### src/rtl/core/ctok_pkg.sv
// C source tokenizer: shared types, constants and the keyword table.
// No dependencies; every file of the block but ctok_if refers to it by scoped names.
`default_nettype none

package ctok_pkg;

   // Longest token length that is counted exactly; longer tokens saturate.
   localparam int TOKEN_MAX = 128;
   localparam logic [7:0] LEN_CAP = 8'((TOKEN_MAX > 255) ? 255 : TOKEN_MAX);
   localparam logic [23:0] LINE_TOP = 24'hFF_FFFF;

   // Token kinds
   localparam logic [2:0] KIND_KEYWORD  = 3'd0;
   localparam logic [2:0] KIND_IDENT    = 3'd1;
   localparam logic [2:0] KIND_STRING   = 3'd2;
   localparam logic [2:0] KIND_CONST    = 3'd3;
   localparam logic [2:0] KIND_OPERATOR = 3'd4;
   localparam logic [2:0] KIND_SEP      = 3'd5;
   localparam logic [2:0] KIND_UNKNOWN  = 3'd6;

   // Result queue
   localparam int RSP_DEPTH = 4;
   localparam int PTR_W     = $clog2(RSP_DEPTH);
   localparam int CNT_W     = $clog2(RSP_DEPTH + 1);

   // Keyword table: text right-justified, first char in the highest used byte
   localparam int KW_COUNT = 32;
   localparam logic [63:0] KW_TEXT [KW_COUNT] = '{
      64'("int"),      64'("float"),    64'("double"),   64'("long"),
      64'("while"),    64'("for"),      64'("auto"),     64'("struct"),
      64'("break"),    64'("else"),     64'("switch"),   64'("case"),
      64'("enum"),     64'("register"), 64'("typedef"),  64'("char"),
      64'("extern"),   64'("return"),   64'("union"),    64'("const"),
      64'("short"),    64'("unsigned"), 64'("continue"), 64'("signed"),
      64'("void"),     64'("default"),  64'("goto"),     64'("sizeof"),
      64'("do"),       64'("if"),       64'("static"),   64'("volatile")
   };
   localparam logic [3:0] KW_LEN [KW_COUNT] = '{
      4'd3, 4'd5, 4'd6, 4'd4, 4'd5, 4'd3, 4'd4, 4'd6,
      4'd5, 4'd4, 4'd6, 4'd4, 4'd4, 4'd8, 4'd7, 4'd4,
      4'd6, 4'd6, 4'd5, 4'd5, 4'd5, 4'd8, 4'd8, 4'd6,
      4'd4, 4'd7, 4'd4, 4'd6, 4'd2, 4'd2, 4'd6, 4'd8
   };

   // Character at position pos of keyword idx (only meaningful for pos < length)
   function automatic logic [7:0] kw_char(input logic [4:0] idx, input logic [2:0] pos);
      logic [2:0] byte_sel;
      byte_sel = 3'(KW_LEN[idx] - 4'd1 - {1'b0, pos});
      return KW_TEXT[idx][{byte_sel, 3'b000} +: 8];
   endfunction

   // One input beat as held in the input register
   typedef struct packed {
      logic       valid;
      logic [7:0] text_byte;
      logic       end_of_text;
   } beat_type;

   // One result item
   typedef struct packed {
      logic [2:0]  token_kind;
      logic [4:0]  keyword_number;
      logic [7:0]  first_char;
      logic [7:0]  second_char;
      logic [31:0] start_offset;
      logic [7:0]  token_length;
      logic [23:0] line_number;
      logic        run_last;
   } rsp_item_type;

   // Results of one byte going into the queue
   typedef struct packed {
      logic [1:0]   count;
      rsp_item_type item0;
      rsp_item_type item1;
   } push_type;

endpackage

`default_nettype wire

### src/rtl/core/ctok_if.sv
// C source tokenizer: valid/ready channel interfaces for source bytes and tokens.
// No dependencies.
`default_nettype none

interface ctok_req_if;
   logic       valid;
   logic       ready;
   logic [7:0] text_byte;
   logic       end_of_text;

   modport source (output valid, text_byte, end_of_text, input ready);
   modport sink   (input valid, text_byte, end_of_text, output ready);
endinterface

interface ctok_rsp_if;
   logic        valid;
   logic        ready;
   logic [2:0]  token_kind;
   logic [4:0]  keyword_number;
   logic [7:0]  first_char;
   logic [7:0]  second_char;
   logic [31:0] start_offset;
   logic [7:0]  token_length;
   logic [23:0] line_number;
   logic        run_last;

   modport source (output valid, token_kind, keyword_number, first_char, second_char,
                   start_offset, token_length, line_number, run_last, input ready);
   modport sink   (input valid, token_kind, keyword_number, first_char, second_char,
                   start_offset, token_length, line_number, run_last, output ready);
endinterface

`default_nettype wire

### src/rtl/core/c_source_tokenizer.sv
// C source tokenizer, top level: input register, scanner, result queue.
// Depends on ctok_pkg, ctok_if, ctok_in_stage, ctok_scan, ctok_rsp_fifo.
//
//  channel  | dir | handshake        | beat
//  ---------+-----+------------------+-----------------------------------------
//  req_bus  | in  | valid/ready      | text_byte, end_of_text
//  rsp_bus  | out | valid/ready      | one token: kind, keyword, chars, offset,
//           |     |                  | length, line, run_last
//
// One source byte is accepted per cycle while the queue has room; its tokens pass the input register and the queue.
// A byte gives zero, one or two tokens; the 4-entry result queue drains one per cycle while rsp_bus is ready.
// req_bus stalls only when the queue cannot take two more tokens.
// Synchronous reset clears the scanner state and empties the queue; no clearing pass.
// end_of_text flushes the pending token and restarts offset and line count.
`default_nettype none

module c_source_tokenizer (
   input  logic       clock,
   input  logic       reset,
   ctok_req_if.sink   req_bus,
   ctok_rsp_if.source rsp_bus
);

   ctok_pkg::beat_type beat;
   ctok_pkg::push_type push;
   logic room;
   logic take;

   // Scanner consumes the held beat when the queue has room for two tokens
   assign take = beat.valid && room;

   ctok_in_stage u_in_stage (
      .clock   (clock),
      .reset   (reset),
      .req_bus (req_bus),
      .take    (take),
      .beat    (beat)
   );

   ctok_scan u_scan (
      .clock (clock),
      .reset (reset),
      .beat  (beat),
      .fire  (take),
      .push  (push)
   );

   ctok_rsp_fifo u_rsp_fifo (
      .clock   (clock),
      .reset   (reset),
      .push    (push),
      .room    (room),
      .rsp_bus (rsp_bus)
   );

endmodule

`default_nettype wire

### src/rtl/core/ctok_in_stage.sv
// C source tokenizer: input register for one byte beat.
// Depends on ctok_pkg and ctok_req_if.
`default_nettype none

module ctok_in_stage (
   input  logic              clock,
   input  logic              reset,
   ctok_req_if.sink          req_bus,
   input  logic              take,
   output ctok_pkg::beat_type beat
);

   logic       valid_ff;
   logic [7:0] byte_ff;
   logic       end_ff;
   logic       stage_open;

   // Register is free when empty or when its beat moves on this cycle
   assign stage_open    = !valid_ff || take;
   assign req_bus.ready = stage_open;

   always_ff @(posedge clock) begin
      if (reset) begin
         valid_ff <= 1'b0;
      end else if (stage_open) begin
         valid_ff <= req_bus.valid;
      end
      if (stage_open && req_bus.valid) begin
         byte_ff <= req_bus.text_byte;
         end_ff  <= req_bus.end_of_text;
      end
   end

   assign beat.valid       = valid_ff;
   assign beat.text_byte   = byte_ff;
   assign beat.end_of_text = end_ff;

endmodule

`default_nettype wire

### src/rtl/core/ctok_scan.sv
// C source tokenizer: scanner state and per-byte token logic (up to two tokens a byte).
// Depends on ctok_pkg.
`default_nettype none

module ctok_scan (
   input  logic               clock,
   input  logic               reset,
   input  ctok_pkg::beat_type beat,
   input  logic               fire,
   output ctok_pkg::push_type push
);

   typedef enum logic [3:0] {
      MODE_IDLE, MODE_DIRECTIVE, MODE_SLASH, MODE_LINECOM, MODE_BLOCKCOM,
      MODE_IDENT, MODE_STRING, MODE_NUMBER, MODE_OP
   } mode_type;

   localparam logic [7:0] CH_NL    = 8'h0A;
   localparam logic [7:0] CH_TAB   = 8'h09;
   localparam logic [7:0] CH_SPACE = 8'h20;
   localparam logic [7:0] CH_BANG  = 8'h21;
   localparam logic [7:0] CH_QUOTE = 8'h22;
   localparam logic [7:0] CH_HASH  = 8'h23;
   localparam logic [7:0] CH_STAR  = 8'h2A;
   localparam logic [7:0] CH_DOT   = 8'h2E;
   localparam logic [7:0] CH_SLASH = 8'h2F;
   localparam logic [7:0] CH_LT    = 8'h3C;
   localparam logic [7:0] CH_EQ    = 8'h3D;
   localparam logic [7:0] CH_GT    = 8'h3E;
   localparam logic [7:0] CH_UNDER = 8'h5F;

   // State
   mode_type    mode_ff,   mode_in;
   logic [7:0]  held_ff,   held_in;
   logic [31:0] alive_ff,  alive_in;
   logic [7:0]  len_ff,    len_in;
   logic [31:0] origin_ff, origin_in;
   logic [23:0] line_ff,   line_in;
   logic [31:0] pos_ff,    pos_in;
   logic        star_ff,   star_in;

   // After the byte, before the end-of-text flush
   mode_type    mode_mid;
   logic [7:0]  held_mid;
   logic [31:0] alive_mid;
   logic [7:0]  len_mid;
   logic [31:0] origin_mid;
   logic [23:0] line_mid;
   logic        star_mid;

   logic [7:0] c;
   logic is_letter, is_digit, is_nl, is_blank, is_op, is_sep;
   logic fr_begin, fr_emit;
   mode_type fr_mode;
   logic fresh;

   logic a_valid, b_valid, c_valid;
   ctok_pkg::rsp_item_type a_item, b_item, c_item, slot0, slot1;
   logic [1:0] slot_count;

   function automatic logic [23:0] line_sat_inc(input logic [23:0] l);
      return (l < ctok_pkg::LINE_TOP) ? l + 24'd1 : l;
   endfunction

   function automatic logic [7:0] len_sat_inc(input logic [7:0] l);
      return (l < ctok_pkg::LEN_CAP) ? l + 8'd1 : l;
   endfunction

   // Keywords still matching after char ch at position p
   function automatic logic [31:0] kw_match(input logic [31:0] alive, input logic [7:0] p,
                                            input logic [7:0] ch);
      logic [31:0] m;
      m = '0;
      for (int i = 0; i < ctok_pkg::KW_COUNT; i++) begin
         m[i] = alive[i] && (p < {4'd0, ctok_pkg::KW_LEN[i]}) &&
                (ctok_pkg::kw_char(5'(i), p[2:0]) == ch);
      end
      return m;
   endfunction

   function automatic ctok_pkg::rsp_item_type make_item(
      input logic [2:0] kind, input logic [4:0] kw, input logic [7:0] c1,
      input logic [7:0] c2, input logic [31:0] origin, input logic [7:0] len,
      input logic [23:0] line);
      ctok_pkg::rsp_item_type r;
      r.token_kind     = kind;
      r.keyword_number = kw;
      r.first_char     = c1;
      r.second_char    = c2;
      r.start_offset   = origin;
      r.token_length   = len;
      r.line_number    = line;
      r.run_last       = 1'b0;
      return r;
   endfunction

   // Finished word: keyword when a still-alive keyword has exactly this length
   function automatic ctok_pkg::rsp_item_type flush_word(
      input logic [31:0] alive, input logic [7:0] len, input logic [7:0] held,
      input logic [31:0] origin, input logic [23:0] line);
      logic       hit;
      logic [4:0] idx;
      hit = 1'b0;
      idx = '0;
      for (int i = ctok_pkg::KW_COUNT - 1; i >= 0; i--) begin
         if (alive[i] && (len == {4'd0, ctok_pkg::KW_LEN[i]})) begin
            hit = 1'b1;
            idx = 5'(i);
         end
      end
      return hit ? make_item(ctok_pkg::KIND_KEYWORD, idx, held, 8'd0, origin, len, line)
                 : make_item(ctok_pkg::KIND_IDENT, 5'd0, held, 8'd0, origin, len, line);
   endfunction

   // Byte classes
   assign c         = beat.text_byte;
   assign is_letter = (c inside {[8'h61:8'h7A], [8'h41:8'h5A]}) || (c == CH_UNDER);
   assign is_digit  = c inside {[8'h30:8'h39]};
   assign is_nl     = (c == CH_NL);
   assign is_blank  = c inside {CH_SPACE, CH_TAB};
   // - = + * % ! ? > <
   assign is_op     = c inside {8'h2D, 8'h3D, 8'h2B, 8'h2A, 8'h25, 8'h21, 8'h3F, 8'h3E, 8'h3C};
   // ( ) [ ] { } , ; :
   assign is_sep    = c inside {8'h28, 8'h29, 8'h5B, 8'h5D, 8'h7B, 8'h7D, 8'h2C, 8'h3B, 8'h3A};

   // What the byte does when seen outside any token
   always_comb begin
      fr_mode = MODE_IDLE;
      if (c == CH_HASH)       fr_mode = MODE_DIRECTIVE;
      else if (c == CH_SLASH) fr_mode = MODE_SLASH;
      else if (is_letter)     fr_mode = MODE_IDENT;
      else if (c == CH_QUOTE) fr_mode = MODE_STRING;
      else if (is_digit)      fr_mode = MODE_NUMBER;
      else if (is_op)         fr_mode = MODE_OP;
      fr_begin = (c == CH_SLASH) || is_letter || (c == CH_QUOTE) || is_digit || is_op;
      fr_emit  = !(is_nl || is_blank || (c == CH_HASH) || fr_begin);
   end

   // Per-byte transition and token emission
   always_comb begin
      mode_mid   = mode_ff;
      held_mid   = held_ff;
      alive_mid  = alive_ff;
      len_mid    = len_ff;
      origin_mid = origin_ff;
      line_mid   = line_ff;
      star_mid   = star_ff;
      fresh      = 1'b0;
      a_valid    = 1'b0;
      a_item     = '0;
      b_valid    = 1'b0;
      b_item     = '0;
      c_valid    = 1'b0;
      c_item     = '0;

      case (mode_ff)
         MODE_DIRECTIVE, MODE_LINECOM: begin
            if (is_nl) begin
               line_mid = line_sat_inc(line_ff);
               mode_mid = MODE_IDLE;
            end
         end
         MODE_BLOCKCOM: begin
            if (is_nl) line_mid = line_sat_inc(line_ff);
            if (star_ff && (c == CH_SLASH)) begin
               mode_mid = MODE_IDLE;
               star_mid = 1'b0;
            end else begin
               star_mid = (c == CH_STAR);
            end
         end
         MODE_SLASH: begin
            if (c == CH_SLASH) begin
               mode_mid = MODE_LINECOM;
            end else if (c == CH_STAR) begin
               mode_mid = MODE_BLOCKCOM;
               star_mid = 1'b0;
            end else begin
               a_valid = 1'b1;
               a_item  = make_item(ctok_pkg::KIND_OPERATOR, 5'd0, CH_SLASH, 8'd0,
                                   origin_ff, 8'd1, line_ff);
               fresh   = 1'b1;
            end
         end
         MODE_IDENT: begin
            if (is_letter || is_digit) begin
               alive_mid = kw_match(alive_ff, len_ff, c);
               len_mid   = len_sat_inc(len_ff);
            end else begin
               a_valid = 1'b1;
               a_item  = flush_word(alive_ff, len_ff, held_ff, origin_ff, line_ff);
               fresh   = 1'b1;
            end
         end
         MODE_NUMBER: begin
            if (is_digit || (c == CH_DOT)) begin
               len_mid = len_sat_inc(len_ff);
            end else begin
               a_valid = 1'b1;
               a_item  = make_item(ctok_pkg::KIND_CONST, 5'd0, held_ff, 8'd0,
                                   origin_ff, len_ff, line_ff);
               fresh   = 1'b1;
            end
         end
         MODE_STRING: begin
            len_mid = len_sat_inc(len_ff);
            if (c == CH_QUOTE) begin
               a_valid  = 1'b1;
               a_item   = make_item(ctok_pkg::KIND_STRING, 5'd0, held_ff, 8'd0,
                                    origin_ff, len_sat_inc(len_ff), line_ff);
               mode_mid = MODE_IDLE;
            end
         end
         MODE_OP: begin
            a_valid = 1'b1;
            if ((c == CH_EQ) && (held_ff inside {CH_EQ, CH_BANG, CH_GT, CH_LT})) begin
               a_item   = make_item(ctok_pkg::KIND_OPERATOR, 5'd0, held_ff, c,
                                    origin_ff, 8'd2, line_ff);
               mode_mid = MODE_IDLE;
            end else begin
               a_item = make_item(ctok_pkg::KIND_OPERATOR, 5'd0, held_ff, 8'd0,
                                  origin_ff, 8'd1, line_ff);
               fresh  = 1'b1;
            end
         end
         default: fresh = 1'b1;
      endcase

      // Byte handled as a new start (idle, or it ended the pending token)
      if (fresh) begin
         mode_mid = fr_mode;
         if (fr_begin) begin
            held_mid   = c;
            origin_mid = pos_ff;
            len_mid    = 8'd1;
         end
         if (is_letter) alive_mid = kw_match('1, 8'd0, c);
         if (is_nl) line_mid = line_sat_inc(line_ff);
         b_valid = fr_emit;
         b_item  = make_item(is_sep ? ctok_pkg::KIND_SEP : ctok_pkg::KIND_UNKNOWN, 5'd0,
                             c, 8'd0, pos_ff, 8'd1, line_ff);
      end

      // End of text: flush the pending token
      if (beat.end_of_text) begin
         case (mode_mid)
            MODE_IDENT: begin
               c_valid = 1'b1;
               c_item  = flush_word(alive_mid, len_mid, held_mid, origin_mid, line_mid);
            end
            MODE_NUMBER: begin
               c_valid = 1'b1;
               c_item  = make_item(ctok_pkg::KIND_CONST, 5'd0, held_mid, 8'd0,
                                   origin_mid, len_mid, line_mid);
            end
            MODE_STRING: begin
               c_valid = 1'b1;
               c_item  = make_item(ctok_pkg::KIND_UNKNOWN, 5'd0, held_mid, 8'd0,
                                   origin_mid, len_mid, line_mid);
            end
            MODE_OP: begin
               c_valid = 1'b1;
               c_item  = make_item(ctok_pkg::KIND_OPERATOR, 5'd0, held_mid, 8'd0,
                                   origin_mid, 8'd1, line_mid);
            end
            MODE_SLASH: begin
               c_valid = 1'b1;
               c_item  = make_item(ctok_pkg::KIND_OPERATOR, 5'd0, CH_SLASH, 8'd0,
                                   origin_mid, 8'd1, line_mid);
            end
            default: c_valid = 1'b0;
         endcase
      end
   end

   // Pack the tokens in order into two slots; mark the last one
   always_comb begin
      slot0      = '0;
      slot1      = '0;
      slot_count = 2'd0;
      if (a_valid) begin
         slot0 = a_item;
         if (b_valid) begin
            slot1 = b_item;
            slot_count = 2'd2;
         end else if (c_valid) begin
            slot1 = c_item;
            slot_count = 2'd2;
         end else begin
            slot_count = 2'd1;
         end
      end else if (b_valid) begin
         slot0 = b_item;
         if (c_valid) begin
            slot1 = c_item;
            slot_count = 2'd2;
         end else begin
            slot_count = 2'd1;
         end
      end else if (c_valid) begin
         slot0 = c_item;
         slot_count = 2'd1;
      end
      slot0.run_last = (slot_count == 2'd1);
      slot1.run_last = (slot_count == 2'd2);
   end

   assign push.count = fire ? slot_count : 2'd0;
   assign push.item0 = slot0;
   assign push.item1 = slot1;

   // Next state; end of text returns to the start of a new text
   always_comb begin
      if (beat.end_of_text) begin
         mode_in   = MODE_IDLE;
         held_in   = '0;
         alive_in  = '0;
         len_in    = '0;
         origin_in = '0;
         line_in   = 24'd1;
         pos_in    = '0;
         star_in   = 1'b0;
      end else begin
         mode_in   = mode_mid;
         held_in   = held_mid;
         alive_in  = alive_mid;
         len_in    = len_mid;
         origin_in = origin_mid;
         line_in   = line_mid;
         pos_in    = pos_ff + 32'd1;
         star_in   = star_mid;
      end
   end

   always_ff @(posedge clock) begin
      if (reset) begin
         mode_ff   <= MODE_IDLE;
         held_ff   <= '0;
         alive_ff  <= '0;
         len_ff    <= '0;
         origin_ff <= '0;
         line_ff   <= 24'd1;
         pos_ff    <= '0;
         star_ff   <= 1'b0;
      end else if (fire) begin
         mode_ff   <= mode_in;
         held_ff   <= held_in;
         alive_ff  <= alive_in;
         len_ff    <= len_in;
         origin_ff <= origin_in;
         line_ff   <= line_in;
         pos_ff    <= pos_in;
         star_ff   <= star_in;
      end
   end

endmodule

`default_nettype wire

### src/rtl/core/ctok_rsp_fifo.sv
// C source tokenizer: result queue taking up to two tokens a cycle, giving one while the token channel is ready.
// Depends on ctok_pkg and ctok_rsp_if.
`default_nettype none

module ctok_rsp_fifo (
   input  logic               clock,
   input  logic               reset,
   input  ctok_pkg::push_type push,
   output logic               room,
   ctok_rsp_if.source         rsp_bus
);

   ctok_pkg::rsp_item_type entry_ff [ctok_pkg::RSP_DEPTH];
   logic [ctok_pkg::PTR_W-1:0] wr_ff, wr_in, rd_ff, rd_in;
   logic [ctok_pkg::CNT_W-1:0] count_ff, count_in;
   logic [ctok_pkg::PTR_W-1:0] wr_next;
   logic pop;
   ctok_pkg::rsp_item_type head;

   assign pop     = rsp_bus.valid && rsp_bus.ready;
   assign wr_next = wr_ff + ctok_pkg::PTR_W'(1);

   // Space for two more beats once this cycle's pop is counted
   assign room = count_ff <= (ctok_pkg::CNT_W'(ctok_pkg::RSP_DEPTH - 2) +
                              ctok_pkg::CNT_W'(pop));

   assign wr_in    = wr_ff + ctok_pkg::PTR_W'(push.count);
   assign rd_in    = rd_ff + ctok_pkg::PTR_W'(pop);
   assign count_in = count_ff + ctok_pkg::CNT_W'(push.count) - ctok_pkg::CNT_W'(pop);

   always_ff @(posedge clock) begin
      if (reset) begin
         wr_ff    <= '0;
         rd_ff    <= '0;
         count_ff <= '0;
      end else begin
         wr_ff    <= wr_in;
         rd_ff    <= rd_in;
         count_ff <= count_in;
         if (push.count != 2'd0) entry_ff[wr_ff] <= push.item0;
         if (push.count == 2'd2) entry_ff[wr_next] <= push.item1;
      end
   end

   assign head = entry_ff[rd_ff];

   assign rsp_bus.valid          = (count_ff != '0);
   assign rsp_bus.token_kind     = head.token_kind;
   assign rsp_bus.keyword_number = head.keyword_number;
   assign rsp_bus.first_char     = head.first_char;
   assign rsp_bus.second_char    = head.second_char;
   assign rsp_bus.start_offset   = head.start_offset;
   assign rsp_bus.token_length   = head.token_length;
   assign rsp_bus.line_number    = head.line_number;
   assign rsp_bus.run_last       = head.run_last;

endmodule

`default_nettype wire

### src/flat_wrapper.sv
// flat-port wrapper written by rule: the top's interface ports become plain ports
module c_source_tokenizer_flat 
  (clock, reset, req_bus_valid, req_bus_text_byte, req_bus_end_of_text, req_bus_ready, rsp_bus_valid, rsp_bus_token_kind, rsp_bus_keyword_number, rsp_bus_first_char, rsp_bus_second_char, rsp_bus_start_offset, rsp_bus_token_length, rsp_bus_line_number, rsp_bus_run_last, rsp_bus_ready);
  ctok_req_if req_bus_i ();
  ctok_rsp_if rsp_bus_i ();
  input  logic clock;
  input  logic reset;
  input wire logic [$bits(req_bus_i.valid)-1:0] req_bus_valid;
  input wire logic [$bits(req_bus_i.text_byte)-1:0] req_bus_text_byte;
  input wire logic [$bits(req_bus_i.end_of_text)-1:0] req_bus_end_of_text;
  output wire logic [$bits(req_bus_i.ready)-1:0] req_bus_ready;
  output wire logic [$bits(rsp_bus_i.valid)-1:0] rsp_bus_valid;
  output wire logic [$bits(rsp_bus_i.token_kind)-1:0] rsp_bus_token_kind;
  output wire logic [$bits(rsp_bus_i.keyword_number)-1:0] rsp_bus_keyword_number;
  output wire logic [$bits(rsp_bus_i.first_char)-1:0] rsp_bus_first_char;
  output wire logic [$bits(rsp_bus_i.second_char)-1:0] rsp_bus_second_char;
  output wire logic [$bits(rsp_bus_i.start_offset)-1:0] rsp_bus_start_offset;
  output wire logic [$bits(rsp_bus_i.token_length)-1:0] rsp_bus_token_length;
  output wire logic [$bits(rsp_bus_i.line_number)-1:0] rsp_bus_line_number;
  output wire logic [$bits(rsp_bus_i.run_last)-1:0] rsp_bus_run_last;
  input wire logic [$bits(rsp_bus_i.ready)-1:0] rsp_bus_ready;
  assign req_bus_i.valid = req_bus_valid;
  assign req_bus_i.text_byte = req_bus_text_byte;
  assign req_bus_i.end_of_text = req_bus_end_of_text;
  assign req_bus_ready = req_bus_i.ready;
  assign rsp_bus_valid = rsp_bus_i.valid;
  assign rsp_bus_token_kind = rsp_bus_i.token_kind;
  assign rsp_bus_keyword_number = rsp_bus_i.keyword_number;
  assign rsp_bus_first_char = rsp_bus_i.first_char;
  assign rsp_bus_second_char = rsp_bus_i.second_char;
  assign rsp_bus_start_offset = rsp_bus_i.start_offset;
  assign rsp_bus_token_length = rsp_bus_i.token_length;
  assign rsp_bus_line_number = rsp_bus_i.line_number;
  assign rsp_bus_run_last = rsp_bus_i.run_last;
  assign rsp_bus_i.ready = rsp_bus_ready;
  c_source_tokenizer u_core (.clock(clock), .reset(reset), .req_bus(req_bus_i), .rsp_bus(rsp_bus_i));
endmodule
### config.mk
export PLATFORM = sky130hd
export DESIGN_NAME = c_source_tokenizer_flat
export DESIGN_NICKNAME = d
export VERILOG_FILES = /design/src/rtl/core/ctok_pkg.sv /design/src/rtl/core/ctok_if.sv /design/src/rtl/core/c_source_tokenizer.sv /design/src/rtl/core/ctok_in_stage.sv /design/src/rtl/core/ctok_scan.sv /design/src/rtl/core/ctok_rsp_fifo.sv /design/src/flat_wrapper.sv
export SDC_FILE = /design/constraint.sdc
export NUM_CORES = 1
export LEC_CHECK = 0
export BUFFER_PORTS_ARGS = -buffer_cell sky130_fd_sc_hd__buf_2
export CELL_PAD_IN_SITES_DETAIL_PLACEMENT = 1
export CELL_PAD_IN_SITES_GLOBAL_PLACEMENT = 2
export CORE_AREA = 2 2 272 274
export CTS_BUF_LIST = sky130_fd_sc_hd__clkbuf_4
export CTS_CLUSTER_DIAMETER = 200
export DETAILED_ROUTE_END_ITERATION = 8
export DIE_AREA = 0 0 274 276
export HOLD_SLACK_MARGIN = 0.05
export PLACE_DENSITY_LB_ADDON = 0.1
export SYNTH_ARGS = -nofsm -noshare
export SYNTH_HDL_FRONTEND = slang
export SYNTH_SLANG_ARGS = --single-unit
### constraint.sdc
create_clock -name clock -period 13.7 [get_ports clock]
set_clock_uncertainty 0.1 [all_clocks]
set_input_delay 2.055 -clock clock [delete_from_list [all_inputs] [get_ports clock]]
set_output_delay 2.055 -clock clock [all_outputs]
set_load 0.005 [all_outputs]
After elaboration in Yosys (flattened, before gate mapping) --
Memories as Yosys holds them, arrays and structs flattened. A register that Yosys moved wholly into a read port is not among the register bits. Index checks and enable logic that the tools add are counted. Widths: inputs -> output; s select.
Cells by class: shift-type cells 32, reduce and logical (&&, ||, !) cells 162, mux-type cells 219, magnitude comparators 16, add/sub/neg operators 16, equality and inequality tests 109
Operators by type and width (number):
- $shiftx 64x7->8 const A | 32
- $pmux 89 s5 | 2
- $mux 89 | 9
- $mux 5 | 64
- $mux 32 | 9
- $mux 87 | 3
- $eq 8x8->1 | 32
- $eq 8x6->1 const B | 23
- $mux 88 | 2
- $mux 24 | 6
- $logic_and 1x1->1 | 136
- $eq 7x8->1 const A | 15
- $mux 1 | 88
- $mux 73 | 1
- $mux 8 | 9
- $eq 8x3->1 const B | 8
- $mux 4 | 14
- $eq 8x7->1 const B | 5
- $add 32x1->32 const B | 1
- $eq 8x2->1 const B | 4
- $eq 8x4->1 const B | 4
- $lt 8x3->1 const B | 4
- $eq 4x3->1 const B | 7
- $add 24x1->24 const B | 1
- 41 further kinds | 75
Word-level totals: output and inout bits 91, RAM bits 356, register bits 158, input bits 13, memories kept 1
Memory list:
- u_core.u_rsp_fifo.entry_ff | words 4, bits a word 89, read ports 1, clocked after memory_dff 1, write ports 2, RTL line ctok_rsp_fifo.sv:13 | ctok_pkg::rsp_item_type entry_ff [ctok_pkg::RSP_DEPTH];

Longest topological paths before layout --
word-level depth 52, gate-level depth with buffers 23, gate-level depth less buffers 20

Cells and area by module --
From an unflattened synthesis, not the netlist that was laid out.
Second synthesis, totals: cells, all modules 2849, area total of the unflattened synthesis 31391.4 µm²
By module, submodules not included:
- ctok_rsp_fifo | cells each 912, times used 1, sequential area each 10830.4 µm², area each 17499.3 µm²
- ctok_scan | cells each 1920, times used 1, sequential area each 2822.7 µm², area each 13545.5 µm²
- ctok_in_stage | cells each 16, times used 1, sequential area each 290.3 µm², area each 340.3 µm²
- c_source_tokenizer | cells each 1, times used 1, sequential area each 0.0 µm², area each 6.3 µm²

Worst setup path after synthesis --
OpenSTA, ideal clock, no wires.
path type register -> register, from register u_core.u_in_stage.byte_ff[7], to memory u_core.u_rsp_fifo.entry_ff[0][0] in the netlist's numbering, enable pin, cell stages (with the launch flop) 17, period minus slack after synthesis 6.531 ns, path buffers 3, arrival time 5.989 ns, library setup time 0.442 ns, slack 7.169 ns, cells stage by stage edfxtp_1 > and4bb_1 > buf_2 > o2111ai_1 > o31a_1 > or3_4 > nand2b_4 > o32a_1 > and2_1 > o21a_2 > buf_2 > ha_1 > mux2i_1 > nor4b_1 > nand3_1 > clkbuf_1 > nand2_1
RTL lines:
- start: declaration | RTL line ctok_in_stage.sv:14 | logic [7:0] byte_ff;
- start signal: assignment | RTL line ctok_in_stage.sv:29 | byte_ff <= req_bus.text_byte;
- end: declaration | RTL line ctok_rsp_fifo.sv:13

==> impl_metrics.csv <==
group,metric,value,unit
run_status,run_status,"finished, final reports clean",
worst_setup_path,worst-path-max-fanout,44,
cts,tritoncts_clock_tree,"yes",
timing,max_slew_margin,0.191,
timing,period_minus_slack,7.69,ns
route,wl_per_cell,26.9,um
route,ant_nets,0,
pwr,power.combinational.fraction,0.198,
timing,hold_violation_count_in_the_final_report,0,
floorplan,core.rowCount,99,
logic_synthesis,syn_avg_cell_area,10.3,um^2
timing,fmaxAchievable,130,MHz
logic_synthesis,post_synth_num_cell_types,117,
route,detail_route.first_pass.iterations,7,
worst_setup_path,timing.critical_path.from_type,"register",
logic_synthesis,post-synth-top-area-fraction,0.347,
route,drc,0,
timing,maxSlewViolCount,0,
pwr,clock_network_fraction_of_total_power,0.364,
logic_synthesis,mappedNetlistNets,2845,
cts,clk_transition_reported_paths,0.06,ns
grt,globalRouteOverflowTotal,0,
finish,final_area,31900,um^2
logic_synthesis,synth_area,28800,um^2
finish,drive_gt1_frac,0.198,
route,first_iter_violations,1778,
logic_synthesis,synth_seq_area_share,0.473,
place,gpl.final_weighted_congestion,0.898,
timing,setup_viol_count_final,0,
cts,cts-resized-gates,0,
grt,largest_net_degree_at_the_start_of_global_routing,71,
cts,worstSkewPairLatency,0.99,ns
logic_synthesis,number_of_enable_type_register_cells_in_the_synthesized_netlist,333,
pwr,power.static_leakage,10.6,nW
pwr,worst_ir_drop_vdd,0.0672,mV
logic_synthesis,async_flop_share,0,
cts,h_tree_lvl_count,4,
place,place.port_buffers,103,
logic_synthesis,main_area_contributors_after_synthesis,"sky130_fd_sc_hd__edfxtp_1 (35%), sky130_fd_sc_hd__dfxtp_1 (13%), sky130_fd_sc_hd__mux4_2 (7.0%)",
pwr,pwr-share-seq,0.437,
logic_synthesis,synth_area_leader_cell,"sky130_fd_sc_hd__edfxtp_1",
cts,cts_made_buffers,145,
route,dr_total_vias,24200,
grt,first_global_vias,25000,
floorplan,design.core.area,72600,um^2
floorplan,die_w,274,um
pwr,power.net_switching,1.26,mW
pwr,power-per-cell-area,128,nW/um^2
logic_synthesis,synthMostInstantiatedCell,"sky130_fd_sc_hd__nor2_1",
logic_synthesis,synth_flop_cell,"sky130_fd_sc_hd__edfxtp_1",
logic_synthesis,synth.top_cells.by_count,"sky130_fd_sc_hd__nor2_1 (353), sky130_fd_sc_hd__edfxtp_1 (333), sky130_fd_sc_hd__dfxtp_1 (181), sky130_fd_sc_hd__nand2_1 (179), sky130_fd_sc_hd__clkbuf_1 (164)",
route,detail_route.vias_per_cell,6.14,
worst_setup_path,timing.critical_path.to_type,"register",
cts,cts.hold.buffers_added,0,
grt,grt_first_pass_wirelength,160000,um
place,dp_hpwl,69300,um
job,timing.max_cap.violations,0,
cts,cts_root_buffer,"sky130_fd_sc_hd__clkbuf_4",
timing,post-route-period-util,0.561,
cts,post_cts_repair_setup_buffers,0,
route,routed_wirelength,106000,um
floorplan,design.die.area,75600,um^2
worst_setup_path,timing.critical_path.required,14.17,ns
worst_setup_path,critical_path_arrival,8.16,ns
pwr,cellInternalPower,2.81,mW
finish,syn2layout_area_growth,10.7,%
worst_setup_path,timing.setup.critical_path_class,"reg2reg",
floorplan,pin_count,104,
timing,tightest_slew,1.21,ns
grt,grt.total_usage,0.279,
floorplan,initial_utilization,0.397,
place,placement.cell_area,30000,um^2
place,place_worst_setup_slack,6.03,ns
hold_path,hp-class,"reg2reg",
floorplan,die_h,276,um
logic_synthesis,synth.yosys.warnings,0,
cts,tritoncts_num_sinks,514,
grt,grt_antenna_before_repair,2,
pwr,switching_share,0.309,
timing,final.setup.worst_slack,6.01,ns
finish,nets,2906,
timing,rsz0062_at_grt,"false",
logic_synthesis,synth_seq_cells,514,
logic_synthesis,syn_inst_count,2801,
cts,cts_max_path_buffers,3,
timing,finalSetupTns,0,ns
==> stage by stage <==
stage                     std cells  total power [mW]  utilization  hold WS [ns]
after floorplan                2801              2.31            -         0.335
after detailed placement       3674              2.63        0.413         0.359
final                          3945              4.07        0.439         0.371
after global routing           3944              4.27        0.439         0.390
after CTS                      3942              4.12        0.439         0.373
after global placement         3674              2.62        0.413         0.344
==> routing by layer <==
metal	vias up	GRT usage	wire length (um)
met5	-	0	0
met4	0	0.111	3500
met3	171	0.0424	5730
met2	822	0.450	50400
met1	12500	0.375	46500
li1	10800	-	-
==> final cells by class <==
cell class	instances	area, um^2
Antenna cell	3	7.51
Clock buffer	221	1660
Clock inverter	47	277
Fill cell	8072	40700
Inverter	32	120
Multi-Input combinational cell	2005	14000
Sequential cell	514	13600
Tap cell	959	1200
Timing Repair Buffer	164	976
==> cell families (layout without fill, tap and decap cells) <==
family                     count (synthesis)  after routing  share of synthesized area
muxes                                    105            105                     0.0755
buffers and inverters                    282            464                     0.0426
other                                      0              3                          0
and+or+nand+nor                          981            981                      0.169
AOI/OAI and AO/OA                        775            775                      0.193
xor gates and xnor gates                 113            113                     0.0343
DFF                                      514            514                      0.473
adders and majority gates                 31             31                     0.0137
==> critical path: stages (launching register included) <==
cell and delay [ns]:
sky130_fd_sc_hd__edfxtp_1 0.33, sky130_fd_sc_hd__buf_4 0.31, sky130_fd_sc_hd__buf_4 0.50, sky130_fd_sc_hd__nor2b_1 0.47
sky130_fd_sc_hd__nand3_1 0.13, sky130_fd_sc_hd__o31a_1 0.32, sky130_fd_sc_hd__or3_4 0.37, sky130_fd_sc_hd__nand2b_4 0.19
sky130_fd_sc_hd__o32a_1 0.46, sky130_fd_sc_hd__clkinv_1 0.07, sky130_fd_sc_hd__a21o_1 0.12, sky130_fd_sc_hd__o21a_2 0.34
sky130_fd_sc_hd__inv_2 0.15, sky130_fd_sc_hd__ha_1 0.22, sky130_fd_sc_hd__mux2i_1 0.25, sky130_fd_sc_hd__nor4b_1 0.64
sky130_fd_sc_hd__nand3_1 0.70, sky130_fd_sc_hd__nand2_4 0.82, sky130_fd_sc_hd__buf_4 0.73
==> power groups by stage <==
stage / clock [mW] / combinational, mW / sequential (mW)
6_report: 1.48 / 0.807 / 1.78
5_1_grt: 1.60 / 0.872 / 1.79
4_1_cts: 1.52 / 0.818 / 1.78
3_5_place_dp: 0 / 0.815 / 1.82
3_3_place_gp: 0 / 0.803 / 1.81
2_1_floorplan: 0 / 0.561 / 1.75
==> worst paths after layout <==
| check | startpoint | endpoint | slack (ns) | cells past startpoint |
|---|---|---|---|---|
| max reg2reg | u_core.u_in_stage.byte_ff[0] | u_core.u_rsp_fifo.entry_ff[0][88] | 6.01 | 18 |
| min reg2reg | u_core.u_rsp_fifo.entry_ff[1][67] | u_core.u_rsp_fifo.entry_ff[1][67] | 0.37 | 2 |
| max | u_core.u_in_stage.byte_ff[0] | u_core.u_rsp_fifo.entry_ff[0][88] | 6.01 | 18 |
| min | u_core.u_rsp_fifo.entry_ff[1][67] | u_core.u_rsp_fifo.entry_ff[1][67] | 0.37 | 2 |
==> cells in the final DEF (no fill, tap or decap), types with 33 or more instances in the layout <==
cell,instances
sky130_fd_sc_hd__a22o_1,152
sky130_fd_sc_hd__a22oi_1,92
sky130_fd_sc_hd__o22ai_1,33
sky130_fd_sc_hd__buf_4,62
sky130_fd_sc_hd__xnor2_1,59
sky130_fd_sc_hd__mux4_2,89
sky130_fd_sc_hd__nand3_1,68
sky130_fd_sc_hd__nand2_1,174
sky130_fd_sc_hd__clkbuf_4,221
sky130_fd_sc_hd__buf_2,102
sky130_fd_sc_hd__a31oi_1,36
sky130_fd_sc_hd__nor2_1,351
sky130_fd_sc_hd__xor2_1,54
sky130_fd_sc_hd__and3_1,45
sky130_fd_sc_hd__and2_1,99
sky130_fd_sc_hd__dfxtp_1,178
sky130_fd_sc_hd__o21ai_0,111
sky130_fd_sc_hd__edfxtp_1,333
sky130_fd_sc_hd__a21oi_1,151
sky130_fd_sc_hd__nor3_1,54
==> registers in the layout, summed over array words and instances, names as in the netlist <==
name,cells
u_core.u_rsp_fifo.entry_ff,356
u_core.u_scan.alive_ff,32
u_core.u_scan.origin_ff,32
u_core.u_scan.pos_ff,32
u_core.u_scan.line_ff,24
u_core.u_in_stage.byte_ff,8
u_core.u_scan.held_ff,8
u_core.u_scan.len_ff,8
u_core.u_scan.mode_ff,4
u_core.u_rsp_fifo.count_ff,3
u_core.u_rsp_fifo.rd_ff,2
u_core.u_rsp_fifo.wr_ff,2
u_core.u_in_stage.end_ff,1
u_core.u_in_stage.valid_ff,1
u_core.u_scan.star_ff,1
Power figures use the tool's default switching activity.
